$ cat src/rtl/core/mfd_pkg.sv
// mfd_pkg: types and constants shared by the metering frame decoder core
// and its users: word types, status and register codes, frame layout.
// No dependencies.
package mfd_pkg;

  // frame layout
  localparam int unsigned FRAME_LEN   = 24;
  localparam int unsigned COUNT_SAT   = 25;
  localparam int unsigned SUM_FIRST   = 2;
  localparam int unsigned SUM_LAST    = 22;
  localparam int unsigned SUM_POS     = 23;
  localparam int unsigned HDR_POS     = 0;
  localparam int unsigned ADJ_POS     = 20;
  localparam int unsigned V_COEF_POS  = 2;
  localparam int unsigned V_PER_POS   = 5;
  localparam int unsigned I_COEF_POS  = 8;
  localparam int unsigned I_PER_POS   = 11;
  localparam int unsigned P_COEF_POS  = 14;
  localparam int unsigned P_PER_POS   = 17;
  localparam logic [7:0]  HEADER_BYTE = 8'h55;
  localparam logic [7:0]  ADJ_MASK    = 8'h70;

  // arithmetic widths
  localparam int unsigned COEF_W = 24;
  localparam int unsigned VAL_W  = 40;
  localparam int unsigned CAL_W  = 48;
  localparam int unsigned REG_W  = 32;
  localparam logic signed [REG_W-1:0] GAIN_RESET = 32'sh0001_0000;

  typedef enum logic [2:0] {
    ST_OK       = 3'd0,
    ST_BAD_LEN  = 3'd1,
    ST_BAD_HDR  = 3'd2,
    ST_ADJ_INC  = 3'd3,
    ST_CSUM     = 3'd4,
    ST_ZERO_DIV = 3'd5
  } status_e;

  typedef enum logic [1:0] {
    REG_POWER_GAIN     = 2'd0,
    REG_POWER_OFFSET   = 2'd1,
    REG_CURRENT_GAIN   = 2'd2,
    REG_CURRENT_OFFSET = 2'd3
  } cfg_reg_e;

  typedef enum logic [1:0] {
    Q_VOLT  = 2'd0,
    Q_CURR  = 2'd1,
    Q_POWER = 2'd2
  } qty_e;

  typedef enum logic [2:0] {
    S_IDLE,
    S_CHECK,
    S_DIV_RUN,
    S_DIV_END,
    S_CAL_LO,
    S_CAL_HI,
    S_CAL_SUM,
    S_DONE
  } fsm_e;

  typedef struct packed {
    logic [7:0] data_byte;
    logic       last_byte;
  } in_word_t;

  typedef struct packed {
    status_e                  status;
    logic [7:0]               code_byte;
    logic [VAL_W-1:0]         voltage_value;
    logic signed [CAL_W-1:0]  current_value;
    logic signed [CAL_W-1:0]  power_value;
  } out_word_t;

  // sequencer controls towards the datapath
  typedef struct packed {
    logic chk_capture;
    logic div_load;
    logic div_step;
    logic div_capture;
    logic mul_lo;
    logic mul_hi;
    logic cal_sum;
    logic out_load;
    logic sel_set;
    qty_e sel_nxt;
  } ctrl_t;

endpackage

$ cat src/rtl/core/metering_frame_decoder_core.sv
// metering_frame_decoder_core: collects 24-byte meter frames, checks them
// and decodes voltage, current and power through one shared serial divider
// and one shared multiplier. Depends on mfd_pkg.
// Usage
// - input channel in_valid_i/in_ready_o carries one byte word per handshake
//   with a last-byte marker; non-final bytes are taken back to back in idle
// - the final byte starts the decode; in_ready_o stays low until the result
//   word has been moved into the output register
// - a frame that fails the length, header, adjustment or checksum check, or
//   has a zero period, skips the divider and goes from check straight to done
// - a good frame runs three restoring divisions of 24+FRAC_BITS steps each
//   (one quotient bit a cycle, then a state that collects the quotient) and
//   two calibrations, each a low-half product, a high-half product and an
//   offset sum
// - results wait in an output register; bytes of the next frame are taken
//   while it waits, and a further final byte holds in the done state until
//   the receiver takes the pending word
// - reset empties the byte counter and the checksum, sets gains to 1.0 and
//   offsets to 0; the frame store holds no reset value
// - configuration writes take effect at once and belong in idle periods
module metering_frame_decoder_core #(
  parameter int unsigned FRAC_BITS = 16
) (
  input  logic               clk_i,
  input  logic               rst_ni,
  input  logic               cfg_we_i,
  input  logic [1:0]         cfg_idx_i,
  input  logic [31:0]        cfg_wdata_i,
  input  logic               in_valid_i,
  output logic               in_ready_o,
  input  mfd_pkg::in_word_t  in_word_i,
  output logic               out_valid_o,
  input  logic               out_ready_i,
  output mfd_pkg::out_word_t out_word_o
);
  import mfd_pkg::*;

  localparam int unsigned DIV_W    = COEF_W + FRAC_BITS;
  localparam int unsigned CNT_W    = $clog2(DIV_W);
  localparam int unsigned UP_SHIFT = (FRAC_BITS >= 16) ? FRAC_BITS - 16 : 0;
  localparam int unsigned DN_SHIFT = (FRAC_BITS < 16) ? 16 - FRAC_BITS : 0;
  localparam int unsigned MUL_W    = REG_W + 21;
  localparam int unsigned ACC_W    = 72;
  localparam int unsigned SUM_W    = 58;

  // frame capture state
  logic [7:0]             store_q [FRAME_LEN];
  logic [4:0]             cnt_q;
  logic [7:0]             sum_q;
  logic                   len_ok_q;

  // calibration registers
  logic signed [REG_W-1:0] pgain_q, poff_q, cgain_q, coff_q;

  // sequencer
  fsm_e                   state_q, state_d;
  qty_e                   sel_q;
  ctrl_t                  ctrl;

  // shared divider
  logic [DIV_W-1:0]       quo_q;
  logic [COEF_W-1:0]      rem_q;
  logic [COEF_W-1:0]      per_q;
  logic [CNT_W-1:0]       step_q;

  // results
  logic [VAL_W-1:0]       volt_q, x_q;
  logic signed [MUL_W-1:0] plo_q, phi_q;
  logic signed [CAL_W-1:0] curr_q, pwr_q;
  status_e                stat_q;
  logic [7:0]             code_q;
  logic                   out_valid_q;
  out_word_t              out_word_q;

  logic                   in_acc;
  status_e                chk_status;
  logic [7:0]             chk_code;
  logic [COEF_W-1:0]      v_per, i_per, p_per;
  logic [COEF_W-1:0]      ld_coef, ld_per;
  logic [COEF_W:0]        shifted;
  logic [COEF_W+1:0]      diff;
  logic [CAL_W-1:0]       quo_ext;
  logic [VAL_W-1:0]       quo_sat;
  logic signed [REG_W-1:0] cal_gain, cal_off;
  logic [19:0]            mul_x;
  logic signed [MUL_W-1:0] mul_p;
  logic signed [ACC_W-1:0] acc;
  logic signed [SUM_W-1:0] off_ext, offs, cal_sum;
  logic signed [CAL_W-1:0] cal_sat;

  assign in_ready_o  = (state_q == S_IDLE);
  assign in_acc      = in_valid_i && in_ready_o;
  assign out_valid_o = out_valid_q;
  assign out_word_o  = out_word_q;

  // configuration writes
  always_ff @(posedge clk_i or negedge rst_ni) begin
    if (!rst_ni) begin
      pgain_q <= GAIN_RESET;
      poff_q  <= '0;
      cgain_q <= GAIN_RESET;
      coff_q  <= '0;
    end else if (cfg_we_i) begin
      unique case (cfg_reg_e'(cfg_idx_i))
        REG_POWER_GAIN:     pgain_q <= cfg_wdata_i;
        REG_POWER_OFFSET:   poff_q  <= cfg_wdata_i;
        REG_CURRENT_GAIN:   cgain_q <= cfg_wdata_i;
        REG_CURRENT_OFFSET: coff_q  <= cfg_wdata_i;
      endcase
    end
  end

  // frame store, written in byte order
  always_ff @(posedge clk_i) begin
    if (in_acc && (cnt_q < 5'(FRAME_LEN))) begin
      store_q[cnt_q] <= in_word_i.data_byte;
    end
  end

  // byte counter, length flag and running checksum
  always_ff @(posedge clk_i or negedge rst_ni) begin
    if (!rst_ni) begin
      cnt_q    <= '0;
      sum_q    <= '0;
      len_ok_q <= 1'b0;
    end else begin
      if (in_acc) begin
        if (in_word_i.last_byte) begin
          cnt_q    <= '0;
          len_ok_q <= (cnt_q == 5'(FRAME_LEN - 1));
        end else if (cnt_q < 5'(COUNT_SAT)) begin
          cnt_q <= cnt_q + 5'd1;
        end
        if ((cnt_q >= 5'(SUM_FIRST)) && (cnt_q <= 5'(SUM_LAST))) begin
          sum_q <= sum_q + in_word_i.data_byte;
        end
      end else if (ctrl.out_load) begin
        sum_q <= '0;
      end
    end
  end

  // frame checks in priority order
  assign v_per = {store_q[V_PER_POS], store_q[V_PER_POS+1], store_q[V_PER_POS+2]};
  assign i_per = {store_q[I_PER_POS], store_q[I_PER_POS+1], store_q[I_PER_POS+2]};
  assign p_per = {store_q[P_PER_POS], store_q[P_PER_POS+1], store_q[P_PER_POS+2]};

  always_comb begin
    chk_status = ST_OK;
    chk_code   = '0;
    priority if (!len_ok_q) begin
      chk_status = ST_BAD_LEN;
    end else if (store_q[HDR_POS] != HEADER_BYTE) begin
      chk_status = ST_BAD_HDR;
      chk_code   = store_q[HDR_POS];
    end else if ((store_q[ADJ_POS] & ADJ_MASK) != ADJ_MASK) begin
      chk_status = ST_ADJ_INC;
      chk_code   = store_q[ADJ_POS];
    end else if (sum_q != store_q[SUM_POS]) begin
      chk_status = ST_CSUM;
    end else if ((v_per == '0) || (i_per == '0) || (p_per == '0)) begin
      chk_status = ST_ZERO_DIV;
    end else begin
      chk_status = ST_OK;
    end
  end

  // next state
  always_comb begin
    state_d = state_q;
    unique case (state_q)
      S_IDLE:    if (in_acc && in_word_i.last_byte) state_d = S_CHECK;
      S_CHECK:   state_d = (chk_status == ST_OK) ? S_DIV_RUN : S_DONE;
      S_DIV_RUN: if (step_q == CNT_W'(DIV_W - 1)) state_d = S_DIV_END;
      S_DIV_END: state_d = (sel_q == Q_VOLT) ? S_DIV_RUN : S_CAL_LO;
      S_CAL_LO:  state_d = S_CAL_HI;
      S_CAL_HI:  state_d = S_CAL_SUM;
      S_CAL_SUM: state_d = (sel_q == Q_CURR) ? S_DIV_RUN : S_DONE;
      S_DONE:    if (!out_valid_q || out_ready_i) state_d = S_IDLE;
      default:   state_d = S_IDLE;
    endcase
  end

  // sequencer outputs
  always_comb begin
    ctrl = '0;
    ctrl.sel_nxt = Q_VOLT;
    unique case (state_q)
      S_CHECK: begin
        ctrl.chk_capture = 1'b1;
        if (chk_status == ST_OK) begin
          ctrl.div_load = 1'b1;
          ctrl.sel_set  = 1'b1;
          ctrl.sel_nxt  = Q_VOLT;
        end
      end
      S_DIV_RUN: ctrl.div_step = 1'b1;
      S_DIV_END: begin
        ctrl.div_capture = 1'b1;
        if (sel_q == Q_VOLT) begin
          ctrl.div_load = 1'b1;
          ctrl.sel_set  = 1'b1;
          ctrl.sel_nxt  = Q_CURR;
        end
      end
      S_CAL_LO: ctrl.mul_lo = 1'b1;
      S_CAL_HI: ctrl.mul_hi = 1'b1;
      S_CAL_SUM: begin
        ctrl.cal_sum = 1'b1;
        if (sel_q == Q_CURR) begin
          ctrl.div_load = 1'b1;
          ctrl.sel_set  = 1'b1;
          ctrl.sel_nxt  = Q_POWER;
        end
      end
      S_DONE: ctrl.out_load = !out_valid_q || out_ready_i;
      default: ctrl = '0;
    endcase
  end

  always_ff @(posedge clk_i or negedge rst_ni) begin
    if (!rst_ni) begin
      state_q <= S_IDLE;
      sel_q   <= Q_VOLT;
    end else begin
      state_q <= state_d;
      if (ctrl.sel_set) sel_q <= ctrl.sel_nxt;
    end
  end

  // divider operands for the quantity being loaded
  always_comb begin
    unique case (ctrl.sel_nxt)
      Q_VOLT: begin
        ld_coef = {store_q[V_COEF_POS], store_q[V_COEF_POS+1], store_q[V_COEF_POS+2]};
        ld_per  = v_per;
      end
      Q_CURR: begin
        ld_coef = {store_q[I_COEF_POS], store_q[I_COEF_POS+1], store_q[I_COEF_POS+2]};
        ld_per  = i_per;
      end
      Q_POWER: begin
        ld_coef = {store_q[P_COEF_POS], store_q[P_COEF_POS+1], store_q[P_COEF_POS+2]};
        ld_per  = p_per;
      end
      default: begin
        ld_coef = '0;
        ld_per  = '0;
      end
    endcase
  end

  // restoring divider step: one quotient bit a cycle
  assign shifted = {rem_q, quo_q[DIV_W-1]};
  assign diff    = {1'b0, shifted} - {2'b00, per_q};
  assign quo_ext = CAL_W'(quo_q);
  assign quo_sat = (|quo_ext[CAL_W-1:VAL_W]) ? '1 : quo_ext[VAL_W-1:0];

  always_ff @(posedge clk_i) begin
    if (ctrl.div_load) begin
      quo_q  <= {ld_coef, {FRAC_BITS{1'b0}}};
      rem_q  <= '0;
      per_q  <= ld_per;
      step_q <= '0;
    end else if (ctrl.div_step) begin
      step_q <= step_q + CNT_W'(1);
      if (!diff[COEF_W+1]) begin
        rem_q <= diff[COEF_W-1:0];
        quo_q <= {quo_q[DIV_W-2:0], 1'b1};
      end else begin
        rem_q <= shifted[COEF_W-1:0];
        quo_q <= {quo_q[DIV_W-2:0], 1'b0};
      end
    end
  end

  // calibration: gain times ratio in two 20-bit halves, then offset add
  assign cal_gain = (sel_q == Q_CURR) ? cgain_q : pgain_q;
  assign cal_off  = (sel_q == Q_CURR) ? coff_q : poff_q;
  assign mul_x    = ctrl.mul_hi ? x_q[VAL_W-1:20] : x_q[19:0];
  assign mul_p    = cal_gain * $signed({1'b0, mul_x});

  assign acc     = {{(ACC_W-MUL_W){plo_q[MUL_W-1]}}, plo_q}
                 + ({{(ACC_W-MUL_W){phi_q[MUL_W-1]}}, phi_q} <<< 20);
  assign off_ext = {{(SUM_W-REG_W){cal_off[REG_W-1]}}, cal_off};
  assign offs    = (off_ext <<< UP_SHIFT) >>> DN_SHIFT;
  assign cal_sum = {{2{acc[ACC_W-1]}}, acc[ACC_W-1:16]} + offs;

  // saturate to the signed 48-bit range
  always_comb begin
    if ((&cal_sum[SUM_W-1:CAL_W-1]) || !(|cal_sum[SUM_W-1:CAL_W-1])) begin
      cal_sat = cal_sum[CAL_W-1:0];
    end else if (cal_sum[SUM_W-1]) begin
      cal_sat = {1'b1, {(CAL_W-1){1'b0}}};
    end else begin
      cal_sat = {1'b0, {(CAL_W-1){1'b1}}};
    end
  end

  // result collection
  always_ff @(posedge clk_i) begin
    if (ctrl.chk_capture) begin
      stat_q <= chk_status;
      code_q <= chk_code;
      volt_q <= '0;
      curr_q <= '0;
      pwr_q  <= '0;
    end
    if (ctrl.div_capture) begin
      if (sel_q == Q_VOLT) volt_q <= quo_sat;
      else x_q <= quo_sat;
    end
    if (ctrl.mul_lo) plo_q <= mul_p;
    if (ctrl.mul_hi) phi_q <= mul_p;
    if (ctrl.cal_sum) begin
      if (sel_q == Q_CURR) curr_q <= cal_sat;
      else pwr_q <= cal_sat;
    end
  end

  // output register
  always_ff @(posedge clk_i or negedge rst_ni) begin
    if (!rst_ni) begin
      out_valid_q <= 1'b0;
    end else if (ctrl.out_load) begin
      out_valid_q <= 1'b1;
    end else if (out_ready_i) begin
      out_valid_q <= 1'b0;
    end
  end

  always_ff @(posedge clk_i) begin
    if (ctrl.out_load) begin
      out_word_q.status        <= stat_q;
      out_word_q.code_byte     <= code_q;
      out_word_q.voltage_value <= volt_q;
      out_word_q.current_value <= curr_q;
      out_word_q.power_value   <= pwr_q;
    end
  end

endmodule
$ cat config.mk
export PLATFORM = sky130hd
export DESIGN_NAME = metering_frame_decoder_core
export DESIGN_NICKNAME = d
export VERILOG_FILES = /design/src/rtl/core/mfd_pkg.sv /design/src/rtl/core/metering_frame_decoder_core.sv
export SDC_FILE = /design/constraint.sdc
export NUM_CORES = 2
export LEC_CHECK = 0
export ABC_AREA = 1
export BUFFER_PORTS_ARGS = -buffer_cell sky130_fd_sc_hd__buf_2
export CAP_MARGIN = 25
export CORE_UTILIZATION = 60
export DETAILED_ROUTE_END_ITERATION = 6
export PLACE_DENSITY = 0.77
export SYNTH_ARGS = -nofsm -noshare
export SYNTH_HDL_FRONTEND = slang
export SYNTH_SLANG_ARGS = --single-unit
$ cat constraint.sdc
create_clock -name clk_i -period 29.5 [get_ports clk_i]
set_input_delay 5.9 -clock clk_i [delete_from_list [all_inputs] [get_ports clk_i]]
set_output_delay 5.9 -clock clk_i [all_outputs]
set_load 0.03 [all_outputs]
* Word level (Yosys, flattened, before mapping)
Memory sizes are Yosys's and may differ from the RTL's.
Index checks and enable logic that the tools add are counted.
** Word-level totals
- Bits in registers :: 681
- Bits in writable memories :: 192
- Bits of input ports :: 48
- Output and inout port bits :: 149
- Word-level logic and storage cells :: 154
- Memories :: 1
** Memory list
- store_q :: words 24, width 8, read ports 21, clocked after memory_dff 0, write ports 1, RTL line metering_frame_decoder_core.sv:47 : logic [7:0] store_q [FRAME_LEN];
** Cells by class
- Add/sub/neg operators :: 6
- Multiply operators :: 1
- Magnitude comparators :: 4
- Equal/unequal tests :: 22
- Mux-type cells :: 58
- Bitwise operators :: 1
- Reductions and logical operators :: 33
** Operators by type and width (number)
- 48-bit two-way mux :: 8
- 40-bit two-way mux :: 5
- 24-bit one-hot mux with 3 select lines :: 2
- 72-bit adder :: 1
- 24-bit zero test :: 3
- 32-bit two-way mux :: 2
- 56-bit by 32-bit adder with 57-bit output :: 1
- 32-bit by 21-bit multiplier with 53-bit output :: 1
- 3-bit two-way mux :: 14
- 8-bit two-way mux :: 5
- 25-bit by 24-bit subtractor with 26-bit output :: 1
- 24-bit two-way mux :: 1
- 3-bit one-hot mux with 8 select lines :: 1
- 20-bit two-way mux :: 1
- 2-bit AND reduction :: 8
- 1-bit two-way mux :: 15
- 3-bit equality test, second input constant :: 4
- 11-bit AND reduction :: 1
- 11-bit OR reduction :: 1
- 5-bit less-than comparator, second input constant :: 2
- 5-bit two-way mux :: 2
- 3-bit one-hot mux with 3 select lines :: 1
- 8-bit adder :: 1
- 8-bit by 7-bit != test with 1-bit output, second input constant :: 1
- 23 further kinds :: 43

* Longest topological paths before layout
An unclocked memory read counts as a cell.
- Word-level depth :: 15
- Gate-level depth with buffers :: 38
- Depth with buffers taken out :: 36

* Worst setup path before layout
OpenSTA, ideal clock, no wires.
- Path kind :: input -> register
- Start point :: in out_ready_i
- End point :: reg out_word_q (netlist bit out_word_o[0]), enable pin
- Setup time :: 0.655 ns
- Data arrival time :: 12.049 ns
- Data required time :: 28.845 ns
- Setup slack :: 16.796 ns
- Stages :: 2
- Path buffers :: 0
- Path through :: nor2_1 > nor2_1
** RTL lines
- start, declared :: RTL line metering_frame_decoder_core.sv:33 : input logic out_ready_i,
- end, declared :: RTL line metering_frame_decoder_core.sv:73 : out_word_t out_word_q;

* Final worst setup path
- Start point :: reg state_q[2]
- End point :: reg phi_q[50], data pin
** On the way
- Longest elaborated chain between the ends :: 4
** RTL lines
- start, declared :: RTL line metering_frame_decoder_core.sv:56 : fsm_e state_q, state_d;
- start signal, assigned :: RTL line metering_frame_decoder_core.sv:226 : state_q <= state_d;
- 3-bit equality test :: RTL line metering_frame_decoder_core.sv:188 : unique case (state_q)
- 1-bit two-way mux :: RTL line metering_frame_decoder_core.sv:188
- 20-bit two-way mux :: RTL line metering_frame_decoder_core.sv:280 : assign mul_x = ctrl.mul_hi ? x_q[VAL_W-1:20] : x_q[19:0];
- 32-bit by 21-bit multiplier with 53-bit output :: RTL line metering_frame_decoder_core.sv:281 : assign mul_p = cal_gain * $signed({1'b0, mul_x});
- named net mul_p[50] :: RTL line metering_frame_decoder_core.sv:86 : logic signed [MUL_W-1:0] mul_p;
- end signal, assigned :: RTL line metering_frame_decoder_core.sv:314 : if (ctrl.mul_hi) phi_q <= mul_p;
- end, declared :: RTL line metering_frame_decoder_core.sv:68 : logic signed [MUL_W-1:0] plo_q, phi_q;
The timed path passes the listed nets, and every way through them passes these cells.
A chain may end at the register's enable or synchronous reset.

==> impl_metrics.toml <==
[cells_and_area]
nets = 8020
regArea_um2 = 22500
nFillCells = 8158
fin_util_pct = 65.7
drive_above_1_share_pct = 7.93
area_growth_pct = 8.74
fin_cells = 8494
multiInputGateArea_um2 = 33600

[clock_network]
h-tree-depth = 3
hold_buffers = 0
postCtsSetupBuffers = 0
cts.clk_slew.worst_paths_ps = 70
root_buffer = "clkbuf_16"
numCtsBuffers = 79
cts_sinks = 833
clock_path_buffers = 3
clkLatencyLatePin_ps = 660
cts_resized = 0
cts_tree = "yes"

[synthesis]
synth_fp_nets = 7870
syn_area_per_cell_um2 = 8.91
synth_cell_types = 60
syn_inst = 6905
synth_top_area_share_pct = 24.6
synthArstFlopShare_pct = 17.8
synth_common_cells = "1525 x nand2_1, 1214 x inv_1, 729 x nor2_1, 639 x fa_1, 503 x edfxtp_1"
synth_flop_cell = "edfxtp_1"
synth_top_area_cell = "edfxtp_1"
synth-seq-cells = 833
yosysWarnings = 0
synth_area_leaders = "edfxtp_1 25%, fa_1 21%, nand2_1 9.3%"
synth_edf_count = 503
ys_seq_area_share_pct = 36.5
synth.most_common_cell = "nand2_1"
synth_area_um2 = 61500

[worst_setup_path]
arrival_ps = 10540
cp_slowest_cell = "o21ai_0"
cp-start-kind = "flop"
crit_required_ps = 29960
crit_type = "reg2reg"
r2r_slack_ps = 19420
slowest_delay_ps = 820
path_max_fanout = 56
critPathCaptureType = "flop"

[drt]
vias = 48500
wirelength_um = 179000
avgViaCountPerCell = 5.71
post_drt_wl_per_cell_um = 21.1
ant_nets = 0
route.detailed.drc = 0
drt-pass1-iter-count = 6
initialDrtViolationCount = 5027

[global_routing]
antenna_found_initial = 5
grt_pass1_wl_um = 275000
grtUsageTotal_pct = 34.8
grt_max_degree = 97
overflow = 0
grt_pass1_vias = 47900

[timing]
rsz0062_at_grt = "false"
fin_setup_tns_ps = 0
period_needed_ps = 10080
period_share_pct = 34.2
relSlewSlack_pct = 26.5
maxSlewViolCount = 0
worst_pin_slew_ps = 1090
setup_viol = 0
hold_viol = 0
max_freq_mhz = 99.2
final.setup_skew_ps = 52.1

[placement]
dp_cells = 8338
port_buffers = 196
gp_congestion = 0.988
dp_hpwl_um = 137000

[floorplan]
rows = 117
ioPinCount = 197
core_region_area_um2 = 102000
design.die.area_um2 = 104000
initial_core_util_pct = 60.4
die_h_um = 322
chipWidth_um = 322

[run]
drv_cap = 0

[min_path]
min_path_type = "reg2reg"

[status]
status = "finished, final reports clean"
[critical path, delay by kind of cell (launching register included)]
kind | cells | cell delay [ps]
adders and majority gates | 8 | 3770
and+or+nand+nor | 8 | 950
xor gates and xnor gates | 1 | 210
DFF | 1 | 530
buffers and inverters | 10 | 2280
AOI/OAI and AO/OA | 6 | 2100
[cell type report]
class                      instances  share of cell area [%]
antenna                            4                  0.0150
clock buffer                     108                    3.25
clock inverter                    40                   0.810
inverter                        1242                    6.97
multi-input combinational       4615                    50.3
sequential                       833                    33.6
tap                             1368                    2.56
timing repair buffer             284                    2.54
[path summary, 6_finish.rpt]
kind / start / endpoint / cells past startpoint
setup / recovery: state_q[2] / phi_q[50] / 33
hold / removal: volt_q[31] / out_word_o[127] / 0
setup reg to reg: state_q[2] / phi_q[50] / 33
hold reg to reg: volt_q[31] / out_word_o[127] / 0
max in group asynchronous: rst_ni / poff_q[12] / 2
min in group asynchronous: rst_ni / sum_q[5] / 1
[state kept, by name, summed over array words and instances (netlist names), 37 cells and up]
register and cells:
store_q 168, out_word_o 147, phi_q 52, curr_q 48, pwr_q 48, quo_q 40
volt_q 40, x_q 40, plo_q 37
[through the flow]
stage	setup slack [ps]	instance area (um^2)	hold slack, ps
detailed placement	19650	64100	406
finish	19420	66900	414
global placement	19670	64000	401
floorplan	16800	61500	400
CTS	19600	66800	416
global route	18940	66900	426
[logic make-up after synthesis]
family          count (synthesis)  share of synthesized area, %
simple gates                 2722                          18.1
buf+inv                      1457                          9.04
fa+ha+maj                     917                          26.5
flops                         833                          36.5
compound gates                790                          7.27
xor+xnor                      185                          2.63
mux                             1                        0.0163
[layer usage]
metal,share of wire (%),vias to the layer above,global-route usage [%]
li1,-,22000,-
met1,40,23600,47.6
met2,46,2521,54.9
met3,9.7,439,6.89
met4,4.5,0,13.9
met5,0,-,0
[placed cells by master, fill, tap and decap left out, drive strengths merged, types with 3 or more instances in the layout]
cell type	synthesis	layout
nand2	1577	1577
inv	1233	1242
nor2	754	754
fa	639	639
edfxtp	503	503
o21ai	342	342
buf	31	284
ha	278	278
nand3	273	273
a21oi	252	252
dfxtp	182	182
dfrtp	146	146
clkbuf	184	108
xor2	98	98
xnor2	87	87
nor3	40	40
a31oi	35	35
nand4	35	35
a21o	28	28
clkinv	9	28
o211ai	25	25
a221oi	21	21
o221ai	19	19
o22ai	18	18
o21bai	17	17
nor4	14	14
or2	12	12
o21a	10	10
bufinv	0	9
and2	8	8
a21boi	6	6
diode	0	4
a31o	4	4
nor3b	4	4
a22o	3	3
clkinvlp	0	3
Power is left out: the tool's default activity adds up to more than one toggle a clock period on the data nets, which glitch-free logic cannot reach.
